$ cat config.mk
export PLATFORM = sky130hd
export DESIGN_NAME = clsd_fifo
export DESIGN_NICKNAME = d
export VERILOG_FILES = /design/src/hdl/clsd_fifo.sv
export SDC_FILE = /design/constraint.sdc
export NUM_CORES = 1
export LEC_CHECK = 0
export BUFFER_PORTS_ARGS = -buffer_cell sky130_fd_sc_hd__buf_2
export CORE_UTILIZATION = 25
export CTS_BUF_LIST = sky130_fd_sc_hd__clkbuf_8
export CTS_CLUSTER_DIAMETER = 200
export DETAILED_ROUTE_END_ITERATION = 10
export HOLD_SLACK_MARGIN = 0.02
export PLACE_DENSITY = 0.39
export SLEW_MARGIN = 25
export SYNTH_ARGS = -nofsm -noshare
export SYNTH_HDL_FRONTEND = slang
export SYNTH_SLANG_ARGS = --single-unit
$ cat constraint.sdc
create_clock -name aclk -period 2.95 [get_ports aclk]
set_clock_uncertainty 0.15 [all_clocks]
set_input_delay 0.4425 -clock aclk [delete_from_list [all_inputs] [get_ports aclk]]
set_output_delay 0.4425 -clock aclk [all_outputs]
set_load 0.02 [all_outputs]
$ cat src/hdl/clsd_fifo.sv
// clsd_fifo: small flop-based FIFO between the front and back parts.
// No dependencies.
module clsd_fifo #(
    parameter int WIDTH = 8,
    parameter int DEPTH = 4
) (
    input  logic             aclk,
    input  logic             aresetn,
    input  logic             push,
    input  logic [WIDTH-1:0] push_data,
    output logic             full,
    input  logic             pop,
    output logic [WIDTH-1:0] pop_data,
    output logic             not_empty
);

    localparam int AW = (DEPTH > 1) ? $clog2(DEPTH) : 1;
    localparam int NW = $clog2(DEPTH + 1);

    logic [WIDTH-1:0] slot_reg [DEPTH];
    logic [AW-1:0]    wr_ptr_reg, wr_ptr_next;
    logic [AW-1:0]    rd_ptr_reg, rd_ptr_next;
    logic [NW-1:0]    count_reg, count_next;
    logic             do_push, do_pop;

    assign full      = (count_reg == NW'(DEPTH));
    assign not_empty = (count_reg != '0);
    assign do_push   = push && !full;
    assign do_pop    = pop && not_empty;
    assign pop_data  = slot_reg[rd_ptr_reg];

    always_comb begin
        wr_ptr_next = wr_ptr_reg;
        rd_ptr_next = rd_ptr_reg;
        count_next  = count_reg;
        if (do_push) begin
            wr_ptr_next = (wr_ptr_reg == AW'(DEPTH - 1)) ? '0 : wr_ptr_reg + AW'(1);
        end
        if (do_pop) begin
            rd_ptr_next = (rd_ptr_reg == AW'(DEPTH - 1)) ? '0 : rd_ptr_reg + AW'(1);
        end
        if (do_push && !do_pop) begin
            count_next = count_reg + NW'(1);
        end else if (!do_push && do_pop) begin
            count_next = count_reg - NW'(1);
        end
    end

    always_ff @(posedge aclk) begin
        if (!aresetn) begin
            wr_ptr_reg <= '0;
            rd_ptr_reg <= '0;
            count_reg  <= '0;
        end else begin
            wr_ptr_reg <= wr_ptr_next;
            rd_ptr_reg <= rd_ptr_next;
            count_reg  <= count_next;
        end
    end

    always_ff @(posedge aclk) begin
        if (do_push) begin
            slot_reg[wr_ptr_reg] <= push_data;
        end
    end

endmodule

==> results.toml, run 1 <==
[worst_hold_path]
hold_depth = 1
hp-class = "input port to register"
min_from = "push_data[7]"
holdPathEnd = "slot_reg[0][7]"

[synthesis]
synth_nets = 112
synth_edf_count = 32
synth_cells = 93
synth_cell_type_count = 23
async_reset_ff_share_pct = 0
synthesis.area_sq_um = 1630
synth_commonest_cells = "32 x edfxtp_1, 9 x dfxtp_1, 8 x mux4_2, 6 x ha_1, 6 x nand2_1"
syn_avg_cell_area_sq_um = 17.6
yosysMostFrequentCell = "edfxtp_1"
synth_ff_type = "edfxtp_1"
yosysTopAreaCell = "edfxtp_1"
synth_top_area_share_pct = 58.9
synth_area_leaders = "edfxtp_1 59%, dfxtp_1 11%, mux4_2 11%, ha_1 4.6%, and2_1 1.9%"
ys_ff_latch = 41
ys_seq_area_share_pct = 69.9
yosys_warnings = 0

[floorplanning]
core_sq_um = 6310
ios = 22
die_h_microns = 82.8
die_w_microns = 82.8
dieArea_sq_um = 6860
rows = 29
initial_utilization_pct = 25.9

[placement]
place_ws_ns = 0.339
placed_cell_area_sq_um = 1820
post-dp-hpwl_mm = 1.88
port_buffers = 21
gp_congestion = 0.747

[detailed_routing]
drtIter0Drc = 47
drcViolationCount = 0
viasPerCell = 4.20
post_drt_wl_per_cell_microns = 14.3
wirelength_mm = 2.80
first_pass_iters = 4
vias = 824
ant_nets = 0

[setup_path]
required_ns = 3.02
crit_path_end_kind = "register"
critPathMaxStageDelay_ns = 0.50
rr_endpoint = "count_reg[2]"
r2r_cells = 7
critPathArrivalTime_ns = 2.67
cp_top_family = "compound AO/OA/AOI/OAI gates"
startpoint_type = "register"
cp_slowest_cell = "o31ai_1"
regToRegSetupSlack_ns = 0.35
path_cells = "o31ai_1 > ha_1 > inv_1 > fa_1 > xor2_1 > or3_2 > a21boi_0"
path_buf_inv = 1
path_class = "register to register"
r2r_start = "count_reg[0]"
crit_path_max_fanout = 5

[pwr]
p_leak_nw = 0.684
p_int_w = 0.00107
p_clk_share_pct = 22.9
p_switching_w = 0.000495
switching_share_pct = 31.5
power.density_nw_per_um2 = 822
p_seq_share_pct = 50.2
vdd.ir_drop.worst_v = 0.000278
combPwrFrac_pct = 26.8

[cts]
root_buffer = "clkbuf_8"
cts_max_level = 2
tritoncts = "built"
cts_buffer_depth = 2
cts_sinks = 41
cts_resized = 0
postCtsSetupBuffers = 0
clk_pin_slew_worst_paths_ns = 0.08
cts_hold_buf = 0
cts_buffers = 5
clk-insertion-delay-late_ns = 0.29

[sta]
hold_viol = 0
final.min_clock_period_ns = 2.60
finalCritPeriodShare_pct = 88.2
finalMaxSlewViolations = 0
grt_setup_unrepaired = "false"
slew_headroom_pct = 60.1
hold_slack_ns = 0.207
setup_slack_ns = 0.348
max_slew.worst_pin.slew_ns = 0.597
setup_violations = 0
tns_ns = 0
max_freq_mhz = 384

[finish]
final_area_sq_um = 1910
nets = 137
largest_register_ffs = 32
fillers = 639
seq_area_sq_um = 1140
final_core_util_pct = 30.3
n_antenna_cell = 0
area_growth_pct = 17.0
drive_gt1_share_pct = 33.6
multi_input_area_sq_um = 463

[global_route]
antenna_found_initial = 0
grt_start_max_net_pins = 14
grt_pass1_vias = 871
overflow = 0
grt_usage_pct = 9.03
grt_pass1_wl_mm = 4.42

[status]
status = "completed"

[job]
cap_violations = 0
[power by group through the flow]
stage                     logic, W  registers, W  clock network, W
after floorplan           0.000346      0.000756                 0
after global placement    0.000423      0.000801                 0
after detailed placement  0.000428      0.000806                 0
after CTS                 0.000431      0.000793          0.000374
after global routing      0.000461      0.000806          0.000399
final                     0.000421      0.000789          0.000360
[worst reg2reg max path, stage by stage, from the launching register on]
cell	delay [ns]
dfxtp_1	0.38
o31ai_1	0.50
ha_1	0.30
inv_1	0.06
fa_1	0.37
xor2_1	0.17
or3_2	0.40
a21boi_0	0.19
[placed cells by master, fill, tap and decap left out, drive strengths merged]
master	instances
o31ai	1
xnor2	1
clkinv	2
nor2b	2
or3	2
clkbuf	5
and2	5
nor2	2
mux2i	3
nand3	2
edfxtp	32
nand2	6
xor2	1
fa	1
dfxtp	9
a21boi	1
inv	3
clkinvlp	1
nor3b	1
mux4	8
o21ai	3
ha	6
buf	22
[worst max path at each step]
stage                       from            to  cells past startpoint  slack [ns]
floorplan           count_reg[0]  count_reg[2]                      7        0.58
global placement    count_reg[0]  count_reg[2]                      7        0.47
detailed placement  count_reg[0]  count_reg[2]                      7        0.34
CTS                 count_reg[0]  count_reg[2]                      7        0.32
global route        count_reg[0]  count_reg[2]                      7        0.17
finish              count_reg[0]  count_reg[2]                      7        0.35
[metal layers]
layer	share of wire, %	track usage [%]	up-vias
met2	50	14.9	15
met3	3.8	3.38	5
met5	0	0	-
met4	2.0	4.70	0
li1	-	-	398
met1	44	10.2	406
[final cells by class]
class                      instances  area share (%)
clock buffer                       5            3.60
clock inverter                     3           0.917
inverter                           3           0.589
multi-input combinational         45            24.2
sequential                        41            59.7
tap                               77            5.04
timing repair buffer              22            5.89
[stage by stage]
step                instances  power [W]
floorplan                  93    0.00110
global placement          188    0.00122
detailed placement        188    0.00123
CTS                       196    0.00160
global route              196    0.00167
finish                    196    0.00157
[logic make-up (layout without fill, tap and decap cells)]
group / Yosys count / in the layout / share of synthesized area, %
muxes: 11 / 11 / 12.9
AOI/OAI and AO/OA: 5 / 5 / 1.84
adders and majority gates: 7 / 7 / 5.82
and+or+nand+nor: 20 / 20 / 6.74
buffers and inverters: 7 / 33 / 1.76
DFF: 41 / 41 / 69.9
xor gates and xnor gates: 2 / 2 / 1.07
No activity file was read; power rests on OpenSTA's default activity.
==> inputs of run 2 (changes only) <==
- CTS_BUF_LIST: sky130_fd_sc_hd__clkbuf_8 -> default
- RECOVER_POWER: default -> 25
==> run 2 against run 1 <==
  * First-iteration DRC count up 8.5%
  * Wire length down 0.21%
  * Hold slack better by 0.011 ns
  * Power down 0.12%
  * Clock power about the same
  * Via count down 0.61%
  * Utilization down 0.12 points
  * Non-clock buffer count unchanged
  * Sequential share of layout area up 0.24 points
  * Count of clock-buffer cells in the layout unchanged
  * Combinational power about the same
  * Maximum frequency unchanged
==> results.toml, run 2 (synthesized netlist as in run 1, its figures left out) <==
[status]
status = "completed"

[floorplanning]
die_h_microns = 82.8
ios = 22
core_sq_um = 6310
initial_utilization_pct = 25.9
dieArea_sq_um = 6860
rows = 29
die_w_microns = 82.8

[global_route]
grt_usage_pct = 9.03
grt_pass1_vias = 871
overflow = 0
grt_start_max_net_pins = 14
antenna_found_initial = 0
grt_pass1_wl_mm = 4.42

[detailed_routing]
met2_length_mm = 1.40
viasPerCell = 4.18
ant_nets = 0
post_drt_wl_per_cell_microns = 14.3
top_layer = "met4"
wl_met3_microns = 109
wirelength_mm = 2.79
drcViolationCount = 0
wl_met1_mm = 1.22
first_pass_iters = 4
vias = 819
drtIter0Drc = 51

[job]
cap_violations = 0

[pwr]
power.density_nw_per_um2 = 824
p_switching_w = 0.000494
combPwrFrac_pct = 26.8
p_int_w = 0.00107
vdd.ir_drop.worst_v = 0.000278
total_power_w = 0.00157
p_seq_share_pct = 50.3
p_leak_nw = 0.667
switching_share_pct = 31.5
p_clk_share_pct = 22.9

[finish]
final_area_sq_um = 1900
layout_commonest_cell = "edfxtp_1"
area_growth_pct = 16.6
largest_register_ffs = 32
drive_gt1_share_pct = 28.6
final_cell_mix = "32 x edfxtp_1, 15 x buf_2, 9 x dfxtp_1"
nets = 137
n_antenna_cell = 0

[worst_hold_path]
min_from = "push_data[2]"
holdPathEnd = "slot_reg[1][2]"
hp-class = "input port to register"
hold_depth = 1

[sta]
finalMaxSlewViolations = 0
tns_ns = 0
max_freq_mhz = 384
grt_setup_unrepaired = "false"
setup_violations = 0
finalCritPeriodShare_pct = 88.2
hold_slack_ns = 0.219
max_slew.worst_pin.slew_ns = 0.595
slew_headroom_pct = 60.3
hold_viol = 0
final.min_clock_period_ns = 2.60
setup_slack_ns = 0.348

[cts]
cts_hold_buf = 0
cts_max_level = 2
clk-insertion-delay-late_ns = 0.29
root_buffer = "clkbuf_8"
cts_resized = 0
tritoncts = "built"
cts_sinks = 41
postCtsSetupBuffers = 0
clk_pin_slew_worst_paths_ns = 0.08
cts_buffers = 5
cts_buffer_depth = 2

[setup_path]
rr_endpoint = "count_reg[2]"
critPathArrivalTime_ns = 2.67
crit_path_max_fanout = 5
crit_path_end_kind = "register"
r2r_cells = 7
path_class = "register to register"
startpoint_type = "register"
regToRegSetupSlack_ns = 0.35
r2r_start = "count_reg[0]"
required_ns = 3.02

[placement]
gp_congestion = 0.747
place_ws_ns = 0.339
placed_cell_area_sq_um = 1820
port_buffers = 21
post-dp-hpwl_mm = 1.88
-- run 2: how the worst max path moves through the flow --
stage | slack, ns | cells past startpoint | endpoint | from
5_1_grt | 0.17 | 7 | count_reg[2] | count_reg[0]
4_1_cts | 0.32 | 7 | count_reg[2] | count_reg[0]
3_5_place_dp | 0.34 | 7 | count_reg[2] | count_reg[0]
6_report | 0.35 | 7 | count_reg[2] | count_reg[0]
2_1_floorplan | 0.58 | 7 | count_reg[2] | count_reg[0]
3_3_place_gp | 0.47 | 7 | count_reg[2] | count_reg[0]
-- run 2: power groups by stage --
stage / Sequential, W / Combinational (W) / Clock (W)
global route: 0.000806 / 0.000460 / 0.000399
floorplan: 0.000756 / 0.000346 / 0
global placement: 0.000801 / 0.000423 / 0
detailed placement: 0.000806 / 0.000428 / 0
finish: 0.000789 / 0.000420 / 0.000359
CTS: 0.000793 / 0.000431 / 0.000374
-- run 2: cell type report --
cell class / count / area (sq um)
timing repair buffer: 22 / 105
multi-input combinational: 45 / 463
inverter: 3 / 11.3
fill: 643 / 4410
sequential: 41 / 1140
tap: 77 / 96.3
clock inverter: 3 / 17.5
clock buffer: 5 / 68.8
-- run 2: routing by layer --
| metal | track usage, % | up-vias |
|---|---|---|
| met5 | 0 | - |
| met4 | 4.70 | 0 |
| met3 | 3.38 | 5 |
| met2 | 14.9 | 15 |
| met1 | 10.2 | 402 |
| li1 | - | 397 |
-- run 2: stage by stage --
step           utilization (%)  cells
2_1_floorplan                -     93
3_3_place_gp              28.9    188
3_5_place_dp              28.9    188
4_1_cts                   30.3    196
5_1_grt                   30.1    196
6_report                  30.1    196
-- run 2: worst max-delay path, cell delays in order, from the launching register on --
cell and delay (ns):
dfxtp_1 0.38, o31ai_1 0.50, ha_1 0.30, inv_1 0.06, fa_1 0.37, xor2_1 0.17
or3_2 0.40, a21boi_0 0.19
