[config.mk]
export PLATFORM = sky130hd
export DESIGN_NAME = clsd_front
export DESIGN_NICKNAME = d
export VERILOG_FILES = /design/src/hdl/clsd_pkg.sv /design/src/hdl/clsd_front.sv
export SDC_FILE = /design/constraint.sdc
export NUM_CORES = 1
export LEC_CHECK = 0
export BUFFER_PORTS_ARGS = -buffer_cell sky130_fd_sc_hd__buf_4
export CORE_ASPECT_RATIO = 1.25
export CORE_UTILIZATION = 65
export CTS_BUF_LIST = sky130_fd_sc_hd__clkbuf_2
export CTS_CLUSTER_DIAMETER = 150
export DETAILED_ROUTE_END_ITERATION = 8
export PLACE_DENSITY = 0.87
export SYNTH_ARGS = -nofsm -noshare
export SYNTH_HDL_FRONTEND = slang
export SYNTH_SLANG_ARGS = --single-unit
export TNS_END_PERCENT = 50
[constraint.sdc]
create_clock -name aclk -period 13.1 [get_ports aclk]
set_clock_uncertainty 0.1 [all_clocks]
set_input_delay 1.965 -clock aclk [delete_from_list [all_inputs] [get_ports aclk]]
set_output_delay 1.965 -clock aclk [all_outputs]
set_load 0.02 [all_outputs]
[src/hdl/clsd_pkg.sv]
// clsd_pkg: shared constants and types for the 3x3 binary closing stream.
// No dependencies; used by clsd_front, clsd_back and the top level.
package clsd_pkg;

    // Structuring element edge and the per-column history depth it needs
    localparam int WIN    = 3;
    localparam int HIST_W = WIN - 1;

    // Configuration port
    localparam int CFG_IDX_W  = 2;
    localparam int CFG_DATA_W = 11;
    localparam logic [CFG_IDX_W-1:0] CFG_THRESHOLD    = 2'd0;
    localparam logic [CFG_IDX_W-1:0] CFG_FRAME_WIDTH  = 2'd1;
    localparam logic [CFG_IDX_W-1:0] CFG_FRAME_HEIGHT = 2'd2;

    localparam logic [7:0]             THRESHOLD_RST = 8'd128;
    localparam logic [CFG_DATA_W-1:0]  FRAME_DIM_RST = 11'd1024;

    localparam logic [7:0] PIX_SET = 8'd255;
    localparam logic [7:0] PIX_CLR = 8'd0;

    // Front to back queue depth
    localparam int QUEUE_DEPTH = 4;

    // One classified request, front to back
    typedef struct packed {
        logic              is_pixel;  // 0: drain request
        logic              emit;      // produces a result
        logic              keep;      // result position is inside the valid area
        logic              last;      // result is the frame's final pixel
        logic              bin;       // thresholded input pixel
        logic [HIST_W-1:0] x_mask;    // bit i: column > i
        logic [HIST_W-1:0] y_mask;    // bit i: row > i
    } cmd_t;

endpackage

[src/hdl/clsd_front.sv]
// clsd_front: config registers, raster position tracking and request classification.
// Depends on clsd_pkg.
module clsd_front #(
    parameter int MAX_WIDTH  = 1024,
    parameter int MAX_HEIGHT = 1024
) (
    input  logic                                aclk,
    input  logic                                aresetn,
    input  logic                                cfg_wr_en,
    input  logic [clsd_pkg::CFG_IDX_W-1:0]      cfg_index,
    input  logic [clsd_pkg::CFG_DATA_W-1:0]     cfg_wdata,
    input  logic                                s_valid,
    output logic                                s_ready,
    input  logic                                s_kind,
    input  logic [7:0]                          s_level,
    output logic                                q_push,
    output clsd_pkg::cmd_t                      q_cmd,
    output logic [$clog2(MAX_WIDTH)-1:0]        q_col,
    input  logic                                q_full
);

    localparam int CW   = $clog2(MAX_WIDTH);
    localparam int WW   = $clog2(MAX_WIDTH + 1);
    localparam int RW   = $clog2(MAX_HEIGHT);
    localparam int HW   = $clog2(MAX_HEIGHT + 1);
    localparam int CNTW = $clog2(clsd_pkg::HIST_W * (MAX_WIDTH + 1) + 1);
    localparam int HIST_W = clsd_pkg::HIST_W;

    logic [7:0]                      thr_reg;
    logic [clsd_pkg::CFG_DATA_W-1:0] fw_reg, fh_reg;
    logic [CW-1:0]   in_col_reg, in_col_next, out_col_reg, out_col_next;
    logic [RW-1:0]   in_row_reg, in_row_next, out_row_reg, out_row_next;
    logic [CNTW-1:0] cnt_reg, cnt_next;
    logic            frame_rcv_reg, frame_rcv_next;

    logic [WW-1:0]   eff_w;
    logic [HW-1:0]   eff_h;
    logic [CNTW-1:0] lag, cnt_cur;
    logic            accept, is_pix, px_emit, do_emit, restart;
    logic            in_col_wrap, in_row_wrap;
    logic [CW-1:0]   oc_base;
    logic [RW-1:0]   or_base;
    logic            out_last, out_eol, keep;
    logic [HIST_W-1:0] x_mask, y_mask;

    // Clamp frame size to 1..MAX
    always_comb begin
        if (fw_reg == '0) begin
            eff_w = WW'(1);
        end else if (int'(fw_reg) > MAX_WIDTH) begin
            eff_w = WW'(MAX_WIDTH);
        end else begin
            eff_w = WW'(fw_reg);
        end
        if (fh_reg == '0) begin
            eff_h = HW'(1);
        end else if (int'(fh_reg) > MAX_HEIGHT) begin
            eff_h = HW'(MAX_HEIGHT);
        end else begin
            eff_h = HW'(fh_reg);
        end
    end

    assign s_ready = !q_full;
    assign accept  = s_valid && !q_full;
    assign is_pix  = !s_kind;
    assign restart = cfg_wr_en && (cfg_index == clsd_pkg::CFG_FRAME_WIDTH
                                   || cfg_index == clsd_pkg::CFG_FRAME_HEIGHT);

    // Pipeline fill: results start once HIST_W*(w+1) pixels are in
    assign lag     = CNTW'(HIST_W) * (CNTW'(eff_w) + CNTW'(1));
    assign cnt_cur = (in_col_reg == '0 && in_row_reg == '0) ? '0 : cnt_reg;
    assign px_emit = (cnt_cur >= lag);

    assign in_col_wrap = (WW'(in_col_reg) + WW'(1)) >= eff_w;
    assign in_row_wrap = (HW'(in_row_reg) + HW'(1)) >= eff_h;

    // A pixel arriving with results still pending drops them
    assign oc_base = (frame_rcv_reg && is_pix) ? '0 : out_col_reg;
    assign or_base = (frame_rcv_reg && is_pix) ? '0 : out_row_reg;

    assign out_eol  = (WW'(oc_base) + WW'(1)) >= eff_w;
    assign out_last = ((WW'(oc_base) + WW'(1)) == eff_w)
                   && ((HW'(or_base) + HW'(1)) == eff_h);
    assign keep = ((WW+1)'(oc_base) + (WW+1)'(HIST_W) < (WW+1)'(eff_w))
               && ((HW+1)'(or_base) + (HW+1)'(HIST_W) < (HW+1)'(eff_h));

    always_comb begin
        for (int i = 0; i < HIST_W; i++) begin
            x_mask[i] = (in_col_reg > CW'(i));
            y_mask[i] = (in_row_reg > RW'(i));
        end
    end

    assign do_emit = is_pix ? px_emit : frame_rcv_reg;
    assign q_push  = accept && (is_pix || frame_rcv_reg);
    assign q_col   = in_col_reg;

    always_comb begin
        q_cmd.is_pixel = is_pix;
        q_cmd.emit     = do_emit;
        q_cmd.keep     = is_pix && keep;
        q_cmd.last     = out_last;
        q_cmd.bin      = (s_level > thr_reg);
        q_cmd.x_mask   = x_mask;
        q_cmd.y_mask   = y_mask;
    end

    always_comb begin
        in_col_next    = in_col_reg;
        in_row_next    = in_row_reg;
        out_col_next   = out_col_reg;
        out_row_next   = out_row_reg;
        cnt_next       = cnt_reg;
        frame_rcv_next = frame_rcv_reg;
        if (restart) begin
            in_col_next    = '0;
            in_row_next    = '0;
            out_col_next   = '0;
            out_row_next   = '0;
            frame_rcv_next = 1'b0;
        end else if (accept) begin
            if (is_pix) begin
                out_col_next   = oc_base;
                out_row_next   = or_base;
                frame_rcv_next = 1'b0;
                cnt_next       = px_emit ? cnt_cur : cnt_cur + CNTW'(1);
                if (in_col_wrap) begin
                    in_col_next = '0;
                    if (in_row_wrap) begin
                        in_row_next    = '0;
                        frame_rcv_next = 1'b1;
                    end else begin
                        in_row_next = in_row_reg + RW'(1);
                    end
                end else begin
                    in_col_next = in_col_reg + CW'(1);
                end
            end
            if (do_emit) begin
                if (out_last) begin
                    out_col_next   = '0;
                    out_row_next   = '0;
                    frame_rcv_next = 1'b0;
                end else if (out_eol) begin
                    out_col_next = '0;
                    out_row_next = or_base + RW'(1);
                end else begin
                    out_col_next = oc_base + CW'(1);
                end
            end
        end
    end

    always_ff @(posedge aclk) begin
        if (!aresetn) begin
            thr_reg       <= clsd_pkg::THRESHOLD_RST;
            fw_reg        <= clsd_pkg::FRAME_DIM_RST;
            fh_reg        <= clsd_pkg::FRAME_DIM_RST;
            in_col_reg    <= '0;
            in_row_reg    <= '0;
            out_col_reg   <= '0;
            out_row_reg   <= '0;
            cnt_reg       <= '0;
            frame_rcv_reg <= 1'b0;
        end else begin
            if (cfg_wr_en) begin
                case (cfg_index)
                    clsd_pkg::CFG_THRESHOLD:    thr_reg <= cfg_wdata[7:0];
                    clsd_pkg::CFG_FRAME_WIDTH:  fw_reg  <= cfg_wdata;
                    clsd_pkg::CFG_FRAME_HEIGHT: fh_reg  <= cfg_wdata;
                    default: ;
                endcase
            end
            in_col_reg    <= in_col_next;
            in_row_reg    <= in_row_next;
            out_col_reg   <= out_col_next;
            out_row_reg   <= out_row_next;
            cnt_reg       <= cnt_next;
            frame_rcv_reg <= frame_rcv_next;
        end
    end

    // A completed input frame always leaves the input position at the origin
    a_rcv_origin: assert property (@(posedge aclk) disable iff (!aresetn)
        frame_rcv_reg |-> (in_col_reg == '0 && in_row_reg == '0))
        else $error("frame received but input position not at origin");

    // Queue is never pushed while full
    a_push_room: assert property (@(posedge aclk) disable iff (!aresetn)
        q_push |-> !q_full)
        else $error("push into full queue");

    // Output position stays inside the frame
    a_out_col: assert property (@(posedge aclk) disable iff (!aresetn)
        WW'(out_col_reg) < eff_w)
        else $error("output column out of frame");

endmodule

==> reports/results.ini, run 1 <==
[run_status]
outcome = complete, no violations

[drt]
vias = 6873
ant_nets = 0
drc = 0
wl_per_cell_um = 15.9
drt-pass1-iter-count = 7
vias_per_cell = 6.25
dr.first_iter.drc_count = 574
finalWirelength_um = 17500

[worst_setup_path]
cp.arrival_ps = 5570
required_ps = 11030
path_class = in -> out
path_cells = buf_4, nand2b_1, buf_4, and2_1, ha_1, nand3_1, or3_1, a21oi_1, ha_1, nand4_1, or4_4, nor4_4, nand4b_2, inv_1, buf_4
cp-start-kind = input pin
crit_path_top_delay_cell = or4_4
path_common_cell = buf_4
reg2reg_from = frame_rcv_reg$_SDFFE_PP0P_
critPathTopFamily = simple AND/OR/NAND/NOR gates
critPathMaxFanout = 29
rrSetupSlack_ps = 8480
crit_path_max_incr_delay_ps = 540
crit_path_end_kind = primary output
reg2regPathDepth = 15
r2r-end = out_row_reg[7]$_SDFFE_PP0P_
worst-path-buf-inv = 4

[flow_run]
cap_violations = 0

[power_and_ir_drop]
switching_share_pct = 32.6
leakage_nw = 3.29
cell_internal_pwr_mw = 0.312
pwr-share-seq_pct = 57.1
power_density_nw_per_um2 = 60.6
combinationalPowerShare_pct = 15.1
p_clk_share_pct = 27.7
p_sw_mw = 0.151
max-vdd-ir-drop_v = 0.0000686

[clocking]
clock-root-buffer = clkbuf_2
cts.clk_slew.worst_paths_ps = 230
cts.htree.levels = 3
cts_resized = 0
clock_latency_ps = 600
clock_path_buffers = 2
cts_hold_buf = 0
cts_setup_buffers = 0
numCtsBuffers = 9
cts_sinks = 83
cts_tree = done

[yosys]
ys_top_cells_by_area = dfxtp_1, ha_1, nand2_1
synth_fp_nets = 1060
postSynthAreaPerCell_sq_um = 7.64
async_flop_share_pct = 0
syn_inst = 943
synth_area_sq_um = 7210
yosysTopAreaCell = dfxtp_1
synth_edf_count = 0
ys_ff_latch = 83
yosysWarnings = 0
synth.distinct_cells = 73
ys.flop_type = dfxtp_1
ys_seq_area_share_pct = 23.1
yosysTopAreaCellShare_pct = 23.1

[place]
numPortBuffers = 47
dp_hpwl_um = 13400
dp_slack_ps = 5550
gp_congestion = 0.969
dp.cells = 1084

[finish]
layout_common_cells = nand2_1, ha_1, dfxtp_1, nor2_1, buf_4
area_delta_synth_final_pct = 5.97
drive_above_1_share_pct = 8.68
final_cells = 1100
largest_reg_flops = 12
layout.nets = 1080
mostFrequentLayoutCell = nand2_1
n_antenna_cell = 0

[timing]
fin_crit_ps = 7630
clock.fmax_mhz = 131
max_slew_margin_pct = 40.1
fin_crit_sh_pct = 58.3
layout_setup_ws_ps = 5470
finalSetupTns_ps = 0
fin_hold_ws_ps = 382
rsz0062_at_grt = false
hold_viol_final = 0
setup-violations-final = 0
worst_slew_pin_slew_ps = 895
finalMaxSlewViolations = 0

[die]
top_level_ports = 48
die_h_um = 120
initial_utilization_pct = 67.6
die_w_um = 96.2
fp-row-count = 42
core_sq_um = 10700
die-area_sq_um = 11500

[hold_path]
whs_path_depth = 2
min_from = thr_reg[2]$_SDFFE_PN0P_
min_to = thr_reg[2]$_SDFFE_PN0P_
hp-class = reg -> reg

[global_route]
gr-total-overflow = 0
grt_max_degree = 52
antenna_found_initial = 0
grt_usage_pct = 31.5
grt_first_pass_wirelength_um = 28700
grt_pass1_vias = 6227

synth_stat cells, types with 15 or more instances:
cell	number
nand4_1	17
and3_1	24
nor2_1	72
nand3_1	44
dfxtp_1	83
nand2_1	146
nand3b_1	15
ha_1	90
inv_1	44
o21ai_0	47
clkbuf_1	23
xnor2_1	19
xor2_1	35
a21boi_0	29
a21oi_1	43
nor2b_1	15
kinds of logic after synthesis:
group,after synthesis,share of synthesized area [%]
AND/OR/NAND/NOR,416,29.4
multiplexers,7,0.989
flip-flops,83,23.1
adder cells (fa/ha/maj),90,15.6
XOR/XNOR,56,7.10
buffers and inverters,87,5.40
AO/OA/AOI/OAI,204,18.5
area by class of cell:
class                           instances  area (sq um)
Fill cell                             891          3030
Clock inverter                          6          48.8
Sequential cell                        83          1660
Multi-Input combinational cell        773          5160
Tap cell                              132           165
Clock buffer                           10          50.0
Timing Repair Buffer                   52           390
Inverter                               44           165
how the worst max path moves through the flow:
stage / startpoint / endpoint / slack, ps / cells after the start
2_1_floorplan: s_kind / q_cmd[5] / 6010 / 18
4_1_cts: s_kind / q_cmd[5] / 5550 / 15
5_1_grt: s_kind / q_cmd[5] / 5190 / 15
6_report: s_kind / q_cmd[5] / 5470 / 15
3_3_place_gp: s_kind / q_cmd[5] / 5610 / 15
3_5_place_dp: s_kind / q_cmd[5] / 5550 / 15
worst min-delay path, cell delays in order, from the launching register on:
cell and delay [ps]:
dfxtp_1 360, nand2_1 50, a21boi_0 60
metrics by stage:
step                power [mW]  instance area [sq um]  utilization [%]
global route             0.482                   7640             71.6
global placement         0.337                   7540             70.7
finish                   0.463                   7640             71.6
detailed placement       0.338                   7540             70.7
floorplan                0.314                   7210                -
CTS                      0.466                   7640             71.6
power groups by stage:
stage          Combinational, mW  Sequential, mW  Clock, mW
4_1_cts                   0.0695           0.264      0.132
2_1_floorplan             0.0485           0.266          0
3_5_place_dp              0.0691           0.269          0
6_report                  0.0701           0.265      0.128
5_1_grt                   0.0770           0.266      0.140
3_3_place_gp              0.0682           0.269          0
layer usage:
layer  part of all wire [%]  track usage, %  wire, um
met5                      0               0         0
met4                    3.7            15.8       654
met3                    5.9            3.87      1040
met2                     49            53.6      8540
met1                     42            38.3      7270
Note: power is estimated with default switching activity, not from simulation.
==> run 2: changes to the inputs <==
--- a/config.mk
+++ b/config.mk
@@ -5,13 +5,14 @@
 export SDC_FILE = /design/constraint.sdc
 export NUM_CORES = 1
 export LEC_CHECK = 0
+export ABC_AREA = 1
 export BUFFER_PORTS_ARGS = -buffer_cell sky130_fd_sc_hd__buf_4
 export CORE_ASPECT_RATIO = 1.25
-export CORE_UTILIZATION = 65
+export CORE_UTILIZATION = 58
 export CTS_BUF_LIST = sky130_fd_sc_hd__clkbuf_2
 export CTS_CLUSTER_DIAMETER = 150
 export DETAILED_ROUTE_END_ITERATION = 8
-export PLACE_DENSITY = 0.87
+export PLACE_DENSITY = 0.82
 export SYNTH_ARGS = -nofsm -noshare
 export SYNTH_HDL_FRONTEND = slang
 export SYNTH_SLANG_ARGS = --single-unit
==> constraint.sdc (replaced) <==
create_clock -name aclk -period 6.9 [get_ports aclk]
set_clock_uncertainty 0.1 [all_clocks]
set_input_delay 1.035 -clock aclk [delete_from_list [all_inputs] [get_ports aclk]]
set_output_delay 1.035 -clock aclk [all_outputs]
set_load 0.02 [all_outputs]
==> run 2 against run 1 <==
Against the previous run:
- highest routed layer unchanged
- critical endpoint is now q_cmd[7]
- via count grew 3.6%
- sequential power grew 90%
- flip-flop and latch count unchanged
- largest power group unchanged
- register-to-register slack lost 6000 ps
- clock power up 150%
- cell count up 19%
==> reports/results.ini, run 2 <==
[clocking]
clock-root-buffer = clkbuf_2
cts_tree = done
cts.clk_slew.worst_paths_ps = 250  ; +20 ps
clock_path_buffers = 2  ; unchanged
clock_latency_ps = 630  ; +30 ps
cts_resized = 0  ; unchanged
cts.htree.levels = 3  ; unchanged
numCtsBuffers = 9  ; unchanged
cts_setup_buffers = 0  ; unchanged
cts_sinks = 83  ; unchanged
cts_hold_buf = 0  ; unchanged

[yosys]
yosysWarnings = 0  ; unchanged
yosysTopAreaCellShare_pct = 22.7  ; -0.34 points
synth.distinct_cells = 50  ; -32%
synth_area_sq_um = 7310  ; +1.5%
synth_top_family_by_area = simple AND/OR/NAND/NOR gates
synthSimpleGateAreaFrac_pct = 32.8  ; +3.4 points
synth_fp_nets = 1221  ; +15%
synth_edf_count = 0  ; unchanged
synth_xor_area_share_pct = 4.77  ; -2.3 points
yosys.cell_count.top_type = nand2_1
synth_fa_ha_area_share_pct = 15.4  ; -0.23 points
postSynthAreaPerCell_sq_um = 6.63  ; -13%
synth-compound-area-share_pct = 14.7  ; -3.7 points
ys_top_cells_by_area = dfxtp_1, ha_1, nand2_1
yosysTopAreaCell = dfxtp_1
synth_common_cells = nand2_1, nor2_1, inv_1
ys_seq_area_share_pct = 22.7  ; -0.34 points
synthMuxAreaShare_pct = 0  ; -0.99 points
ys.flop_type = dfxtp_1
ys_ff_latch = 83  ; unchanged
async_flop_share_pct = 0  ; unchanged
syn_inst = 1104  ; +17%

[worst_setup_path]
path_class = reg -> out
critPathTopFamily = simple AND/OR/NAND/NOR gates
crit_path_top_delay_cell = dfxtp_1
cp.arrival_ps = 4510  ; -1060 ps
crit_path_end_kind = primary output
required_ps = 5760  ; -5270 ps
path_common_cell = inv_1
cp-start-kind = flip-flop
path_cells = inv_1, nand2_1, nor3_1, nand3_1, o21ai_2, nand2_1, inv_1, ha_1, inv_1, nor3_2, nand4_1, o21ai_0, inv_1, ha_1, a21o_1, nor2_1, nand2_1, nor2_1, nand3_2, nand2_2, inv_1, buf_4
critPathMaxFanout = 8  ; -72%
crit_path_max_incr_delay_ps = 370  ; -170 ps
worst-path-buf-inv = 6  ; +2

[finish]
layout_common_cells = nand2_1, nor2_1, inv_1, ha_1
layout.nets = 1258  ; +16%
mostFrequentLayoutCell = nand2_1
final_cells = 1311  ; +19%
largest_reg_flops = 12  ; unchanged
fin_area_sq_um = 7900  ; +3.4%
drive_above_1_share_pct = 12.1  ; +3.5 points
area_delta_synth_final_pct = 7.99

[hold_path]
hp-class = reg -> reg

[global_route]
grt_first_pass_wirelength_um = 30100  ; +5.1%
grt_usage_pct = 29.7  ; -1.8 points
gr-total-overflow = 0  ; unchanged
grt_pass1_vias = 6550  ; +5.2%
antenna_found_initial = 1  ; +1
grt_max_degree = 39  ; -25%

[place]
dp.cells = 1294  ; +19%
numPortBuffers = 47  ; unchanged
dp_hpwl_um = 14700  ; +9.8%
gp_congestion = 0.958  ; -1.1%
placed_cell_area_sq_um = 7750  ; +2.8%
dp_slack_ps = 1770  ; -3770 ps

[timing]
rsz0062_at_grt = false
finalSetupTns_ps = 0  ; unchanged
worst_slew_pin_slew_ps = 620  ; -275 ps
max_slew_margin_pct = 58.5  ; +18 points
clock.fmax_mhz = 177
finalMaxSlewViolations = 0  ; unchanged
layout_setup_ws_ps = 1260  ; -4210 ps
hold_viol_final = 0  ; unchanged
fin_crit_sh_pct = 81.8
fin_hold_ws_ps = 375  ; -6.93 ps
setup-violations-final = 0  ; unchanged
fin_crit_ps = 5640

[die]
initial_utilization_pct = 59.9  ; -7.7 points
core_sq_um = 12200  ; +15%
die_h_um = 128  ; +6.5%
die-area_sq_um = 13100  ; +13%
fp-row-count = 45  ; +7.1%
top_level_ports = 48  ; unchanged
die_w_um = 102  ; +6.5%

[run_status]
outcome = complete, no violations

[drt]
dr.first_iter.drc_count = 301  ; -48%
finalWirelength_um = 18700  ; +6.7%
met2WireLength_um = 9350  ; +9.6%
wl_met3_um = 829  ; -20%
drc = 0  ; unchanged
vias = 7118  ; +3.6%
wl_per_cell_um = 14.2  ; -10%
ant_nets = 0  ; unchanged
vias_per_cell = 5.43  ; -13%
drt-pass1-iter-count = 5  ; -2
highest_layer = met4
drt-met1-wl_um = 7820  ; +7.6%

[power_and_ir_drop]
leakage_nw = 3.79  ; +15%
power_density_nw_per_um2 = 131  ; +120%
max-vdd-ir-drop_v = 0.0000970  ; +41%

[flow_run]
cap_violations = 0  ; unchanged

run 2: changes by cell type in the layout (fill, tap and decap cells not counted), moves of 24 or more:
cell and delta:
a21boi_0 -29, inv_1 +96, nor2_1 +77, nand2_1 +94, and3_1 -24, a21oi_1 +40
run 2: layout make-up:
cell class | count | area, sq um
antenna | 1 | 2.50
clock buffer | 9 | 45.0
clock inverter | 7 | 97.6
fill | 1154 | 4320
inverter | 152 | 571
multi-input combinational | 846 | 4950
sequential | 83 | 1660
tap | 164 | 205
timing repair buffer | 49 | 368
run 2: per-layer routing:
layer	vias to the layer above	track usage [%]
met3	40	5.42
met5	-	0
met1	3230	34.2
li1	3684	-
met4	0	14.3
met2	164	51.9
run 2: kinds of logic (layout without fill, tap and decap cells):
group,after synthesis,in the layout
buf+inv,175,217
xor+xnor,39,39
fa+ha+maj,90,90
other cells,0,1
simple gates,527,527
flops,83,83
compound gates,190,190
run 2: worst min-delay path: stages (launching register included):
cell	delay, ps
dfxtp_1	350
inv_1	60
a21oi_1	60
run 2: worst paths after layout:
kind	start	to	slack (ps)	cells after the start
setup reg to reg	fw_reg[5]$_SDFFE_PN0P_	out_row_reg[9]$_SDFFE_PP0P_	2470	25
setup / recovery	fw_reg[5]$_SDFFE_PN0P_	q_cmd[7]	1260	22
hold reg to reg	thr_reg[6]$_SDFFE_PN0P_	thr_reg[6]$_SDFFE_PN0P_	370	2
hold / removal	thr_reg[6]$_SDFFE_PN0P_	thr_reg[6]$_SDFFE_PN0P_	370	2
run 2: through the flow:
step	utilization (%)	total power [mW]
after floorplan	-	0.658
after global placement	63.5	0.718
after detailed placement	63.5	0.721
after CTS	64.6	1.04
after global routing	64.6	1.09
final	64.6	1.03
run 2: power breakdown:
group	internal (mW)	leakage [nW]	switching [mW]	total [mW]
Combinational	0.0718	3.04	0.140	0.212
Clock	0.122	0.0810	0.195	0.318
Sequential	0.494	0.673	0.0100	0.504
Total	0.688	3.79	0.345	1.03
==> run 3: changes to the inputs <==
--- a/config.mk
+++ b/config.mk
@@ -8,11 +8,11 @@
 export ABC_AREA = 1
 export BUFFER_PORTS_ARGS = -buffer_cell sky130_fd_sc_hd__buf_4
 export CORE_ASPECT_RATIO = 1.25
-export CORE_UTILIZATION = 58
+export CORE_UTILIZATION = 64
 export CTS_BUF_LIST = sky130_fd_sc_hd__clkbuf_2
 export CTS_CLUSTER_DIAMETER = 150
 export DETAILED_ROUTE_END_ITERATION = 8
-export PLACE_DENSITY = 0.82
+export PLACE_DENSITY = 0.86
 export SYNTH_ARGS = -nofsm -noshare
 export SYNTH_HDL_FRONTEND = slang
 export SYNTH_SLANG_ARGS = --single-unit
==> constraint.sdc (replaced) <==
create_clock -name aclk -period 5.3 [get_ports aclk]
set_clock_uncertainty 0.1 [all_clocks]
set_input_delay 0.795 -clock aclk [delete_from_list [all_inputs] [get_ports aclk]]
set_output_delay 0.795 -clock aclk [all_outputs]
set_load 0.02 [all_outputs]
==> run 3 against run 2 <==
Against the previous run:
- the run now ends with design-rule violations left
- register-to-register slack worse by 1300 ps
- non-clock buffer count up 6
- worst setup slack worse by 990 ps
- combinational power up 35%
- final area up 0.21%
- first-iteration DRC count up 12%
- clock power up 15%
- via count up 1.7%
- count of clock-buffer cells in the layout unchanged
- routed wire length down 1.2%
- worst hold slack worse by 62 ps
- global-route usage up 1.8 points
- critical endpoint unchanged
- largest cell class unchanged
- highest routed layer unchanged
==> reports/results.ini, run 3 (same netlist as run 2, synthesis figures left out) <==
[run_status]
outcome = finished with violations
failed_checks = design-rule violations

[finish]
layout_common_cells = nand2_1, nor2_1, inv_1, ha_1
area_delta_synth_final_pct = 8.21
drive_above_1_share_pct = 13.1  ; +0.98 points
post-route-util_pct = 71.1  ; +6.4 points
largest_reg_flops = 12  ; unchanged
final_cells = 1287  ; -1.8%
n_antenna_cell = 0  ; -1
layout.nets = 1264  ; +0.48%
mostFrequentLayoutCell = nand2_1

[drt]
dr.first_iter.drc_count = 338  ; +12%
drc = 2  ; +2
vias_per_cell = 5.62  ; +3.6%
wl_per_cell_um = 14.3  ; +0.68%
drt-pass1-iter-count = 8  ; +3
wl_met3_um = 876  ; +5.7%
drt-met1-wl_um = 7670  ; -1.9%
finalWirelength_um = 18500  ; -1.2%
ant_nets = 0  ; unchanged
met2WireLength_um = 9010  ; -3.7%
vias = 7239  ; +1.7%
highest_layer = met4

[timing]
setup-violations-final = 0  ; unchanged
fin_hold_ws_ps = 313  ; -62.1 ps
finalMaxSlewViolations = 0  ; unchanged
clock.fmax_mhz = 199
worst_slew_pin_slew_ps = 575  ; -44.3 ps
layout_setup_ws_ps = 268  ; -990 ps
fin_crit_sh_pct = 95.0
max_slew_margin_pct = 61.5  ; +3.0 points
hold_viol_final = 0  ; unchanged
fin_crit_ps = 5030

[global_route]
grt_usage_pct = 31.4  ; +1.8 points
grt_pass1_vias = 6474  ; -1.2%
gr-total-overflow = 0  ; unchanged
grt_first_pass_wirelength_um = 29700  ; -1.3%
antenna_found_initial = 0  ; -1
grt_max_degree = 39  ; unchanged

[place]
numPortBuffers = 47  ; unchanged
dp_slack_ps = 660  ; -1110 ps
dp.cells = 1265  ; -2.2%
dp_hpwl_um = 14400  ; -2.0%
gp_congestion = 0.971  ; +1.3%

[power_and_ir_drop]
total_power_mw = 1.31  ; +26%
combinationalPowerShare_pct = 21.9  ; +1.4 points
switching_share_pct = 34.6  ; +1.2 points
p_clk_share_pct = 27.9  ; -2.9 points
pwr-share-seq_pct = 50.2  ; +1.4 points
p_sw_mw = 0.452  ; +31%
power_density_nw_per_um2 = 165  ; +26%
leakage_nw = 3.82  ; +0.75%
max-vdd-ir-drop_v = 0.000159  ; +64%
cell_internal_pwr_mw = 0.854  ; +24%

[die]
top_level_ports = 48  ; unchanged
fp-row-count = 43  ; -4.4%
die_w_um = 97.6  ; -4.7%
initial_utilization_pct = 65.7  ; +5.8 points
die_h_um = 122  ; -4.7%
core_sq_um = 11100  ; -8.8%
die-area_sq_um = 11900  ; -9.2%

[worst_setup_path]
path_class = reg -> out
cp-start-kind = flip-flop
cp.arrival_ps = 4140  ; -370 ps
required_ps = 4410  ; -1350 ps
crit_path_end_kind = primary output
critPathMaxFanout = 6  ; -2

[clocking]
cts_hold_buf = 0  ; unchanged
clock_path_buffers = 2  ; unchanged
cts_sinks = 83  ; unchanged
cts_tree = done
clock_latency_ps = 580  ; -50 ps
cts.htree.levels = 3  ; unchanged
cts.clk_slew.worst_paths_ps = 270  ; +20 ps
numCtsBuffers = 9  ; unchanged
clock-root-buffer = clkbuf_2

[hold_path]
hp-class = in -> reg

[flow_run]
cap_violations = 0  ; unchanged

run 3: cell count changes in the layout (fill, tap and decap cells not counted), sizes merged:
cell / delta
buf: +6
clkinvlp: +2
bufinv: -1
clkinv: +1
diode: -1
inv: -2
run 3: cell type report:
cell class	instances	area [sq um]
fill	961	3220
clock buffer	9	45.0
clock inverter	7	75.1
tap	135	169
inverter	152	574
timing repair buffer	55	413
multi-input combinational	846	4980
sequential	83	1660
run 3: power by group through the flow:
stage	clock network, mW	logic (mW)	registers, mW
floorplan	0	0.193	0.664
global placement	0	0.265	0.666
detailed placement	0	0.271	0.667
CTS	0.370	0.273	0.655
global route	0.391	0.320	0.659
finish	0.365	0.286	0.656
run 3: worst max-delay path, cell delays in order, from the launching register on:
cell	delay [ps]
dfxtp_1	370
inv_1	80
nand2_1	60
nor3_1	130
nand3_1	180
o21ai_4	260
nand2_1	260
nor3_2	450
nand3_1	170
xor2_1	190
ha_1	280
nand2_1	60
inv_1	40
nand2_1	50
nand2_1	40
nand2_1	50
nand2_1	60
nor2_2	180
nand3_2	170
nand2_4	130
clkinvlp_4	140
buf_4	180
run 3: metal layers:
metal / vias to the layer above / global-route usage [%]
met1: 3269 / 35.7
met2: 215 / 55.4
met3: 63 / 4.90
li1: 3692 / -
met5: - / 0
met4: 0 / 19.7
run 3: path summary, 6_finish.rpt:
path | start | to | slack [ps] | cells after the start
max reg2reg | fw_reg[5]$_SDFFE_PN0P_ | out_row_reg[0]$_SDFFE_PP0P_ | 1130 | 24
min | cfg_wdata[10] | fh_reg[10]$_SDFFE_PN1P_ | 310 | 3
max | fw_reg[5]$_SDFFE_PN0P_ | q_cmd[7] | 270 | 21
min reg2reg | thr_reg[5]$_SDFFE_PN0P_ | thr_reg[5]$_SDFFE_PN0P_ | 380 | 2
run 3: metrics by stage:
step	cell area (sq um)	TNS, ps
after floorplan	7310	0
after detailed placement	7720	0
final	7920	0
after global placement	7720	0
after global routing	7920	-5.10
after CTS	7840	0
run 3: repair_timing:
item                       in CTS  in global routing
pin swaps                       0                  4
buffers inserted                0                  6
gates resized for setup         1                  9
setup endpoints to repair       1                  1
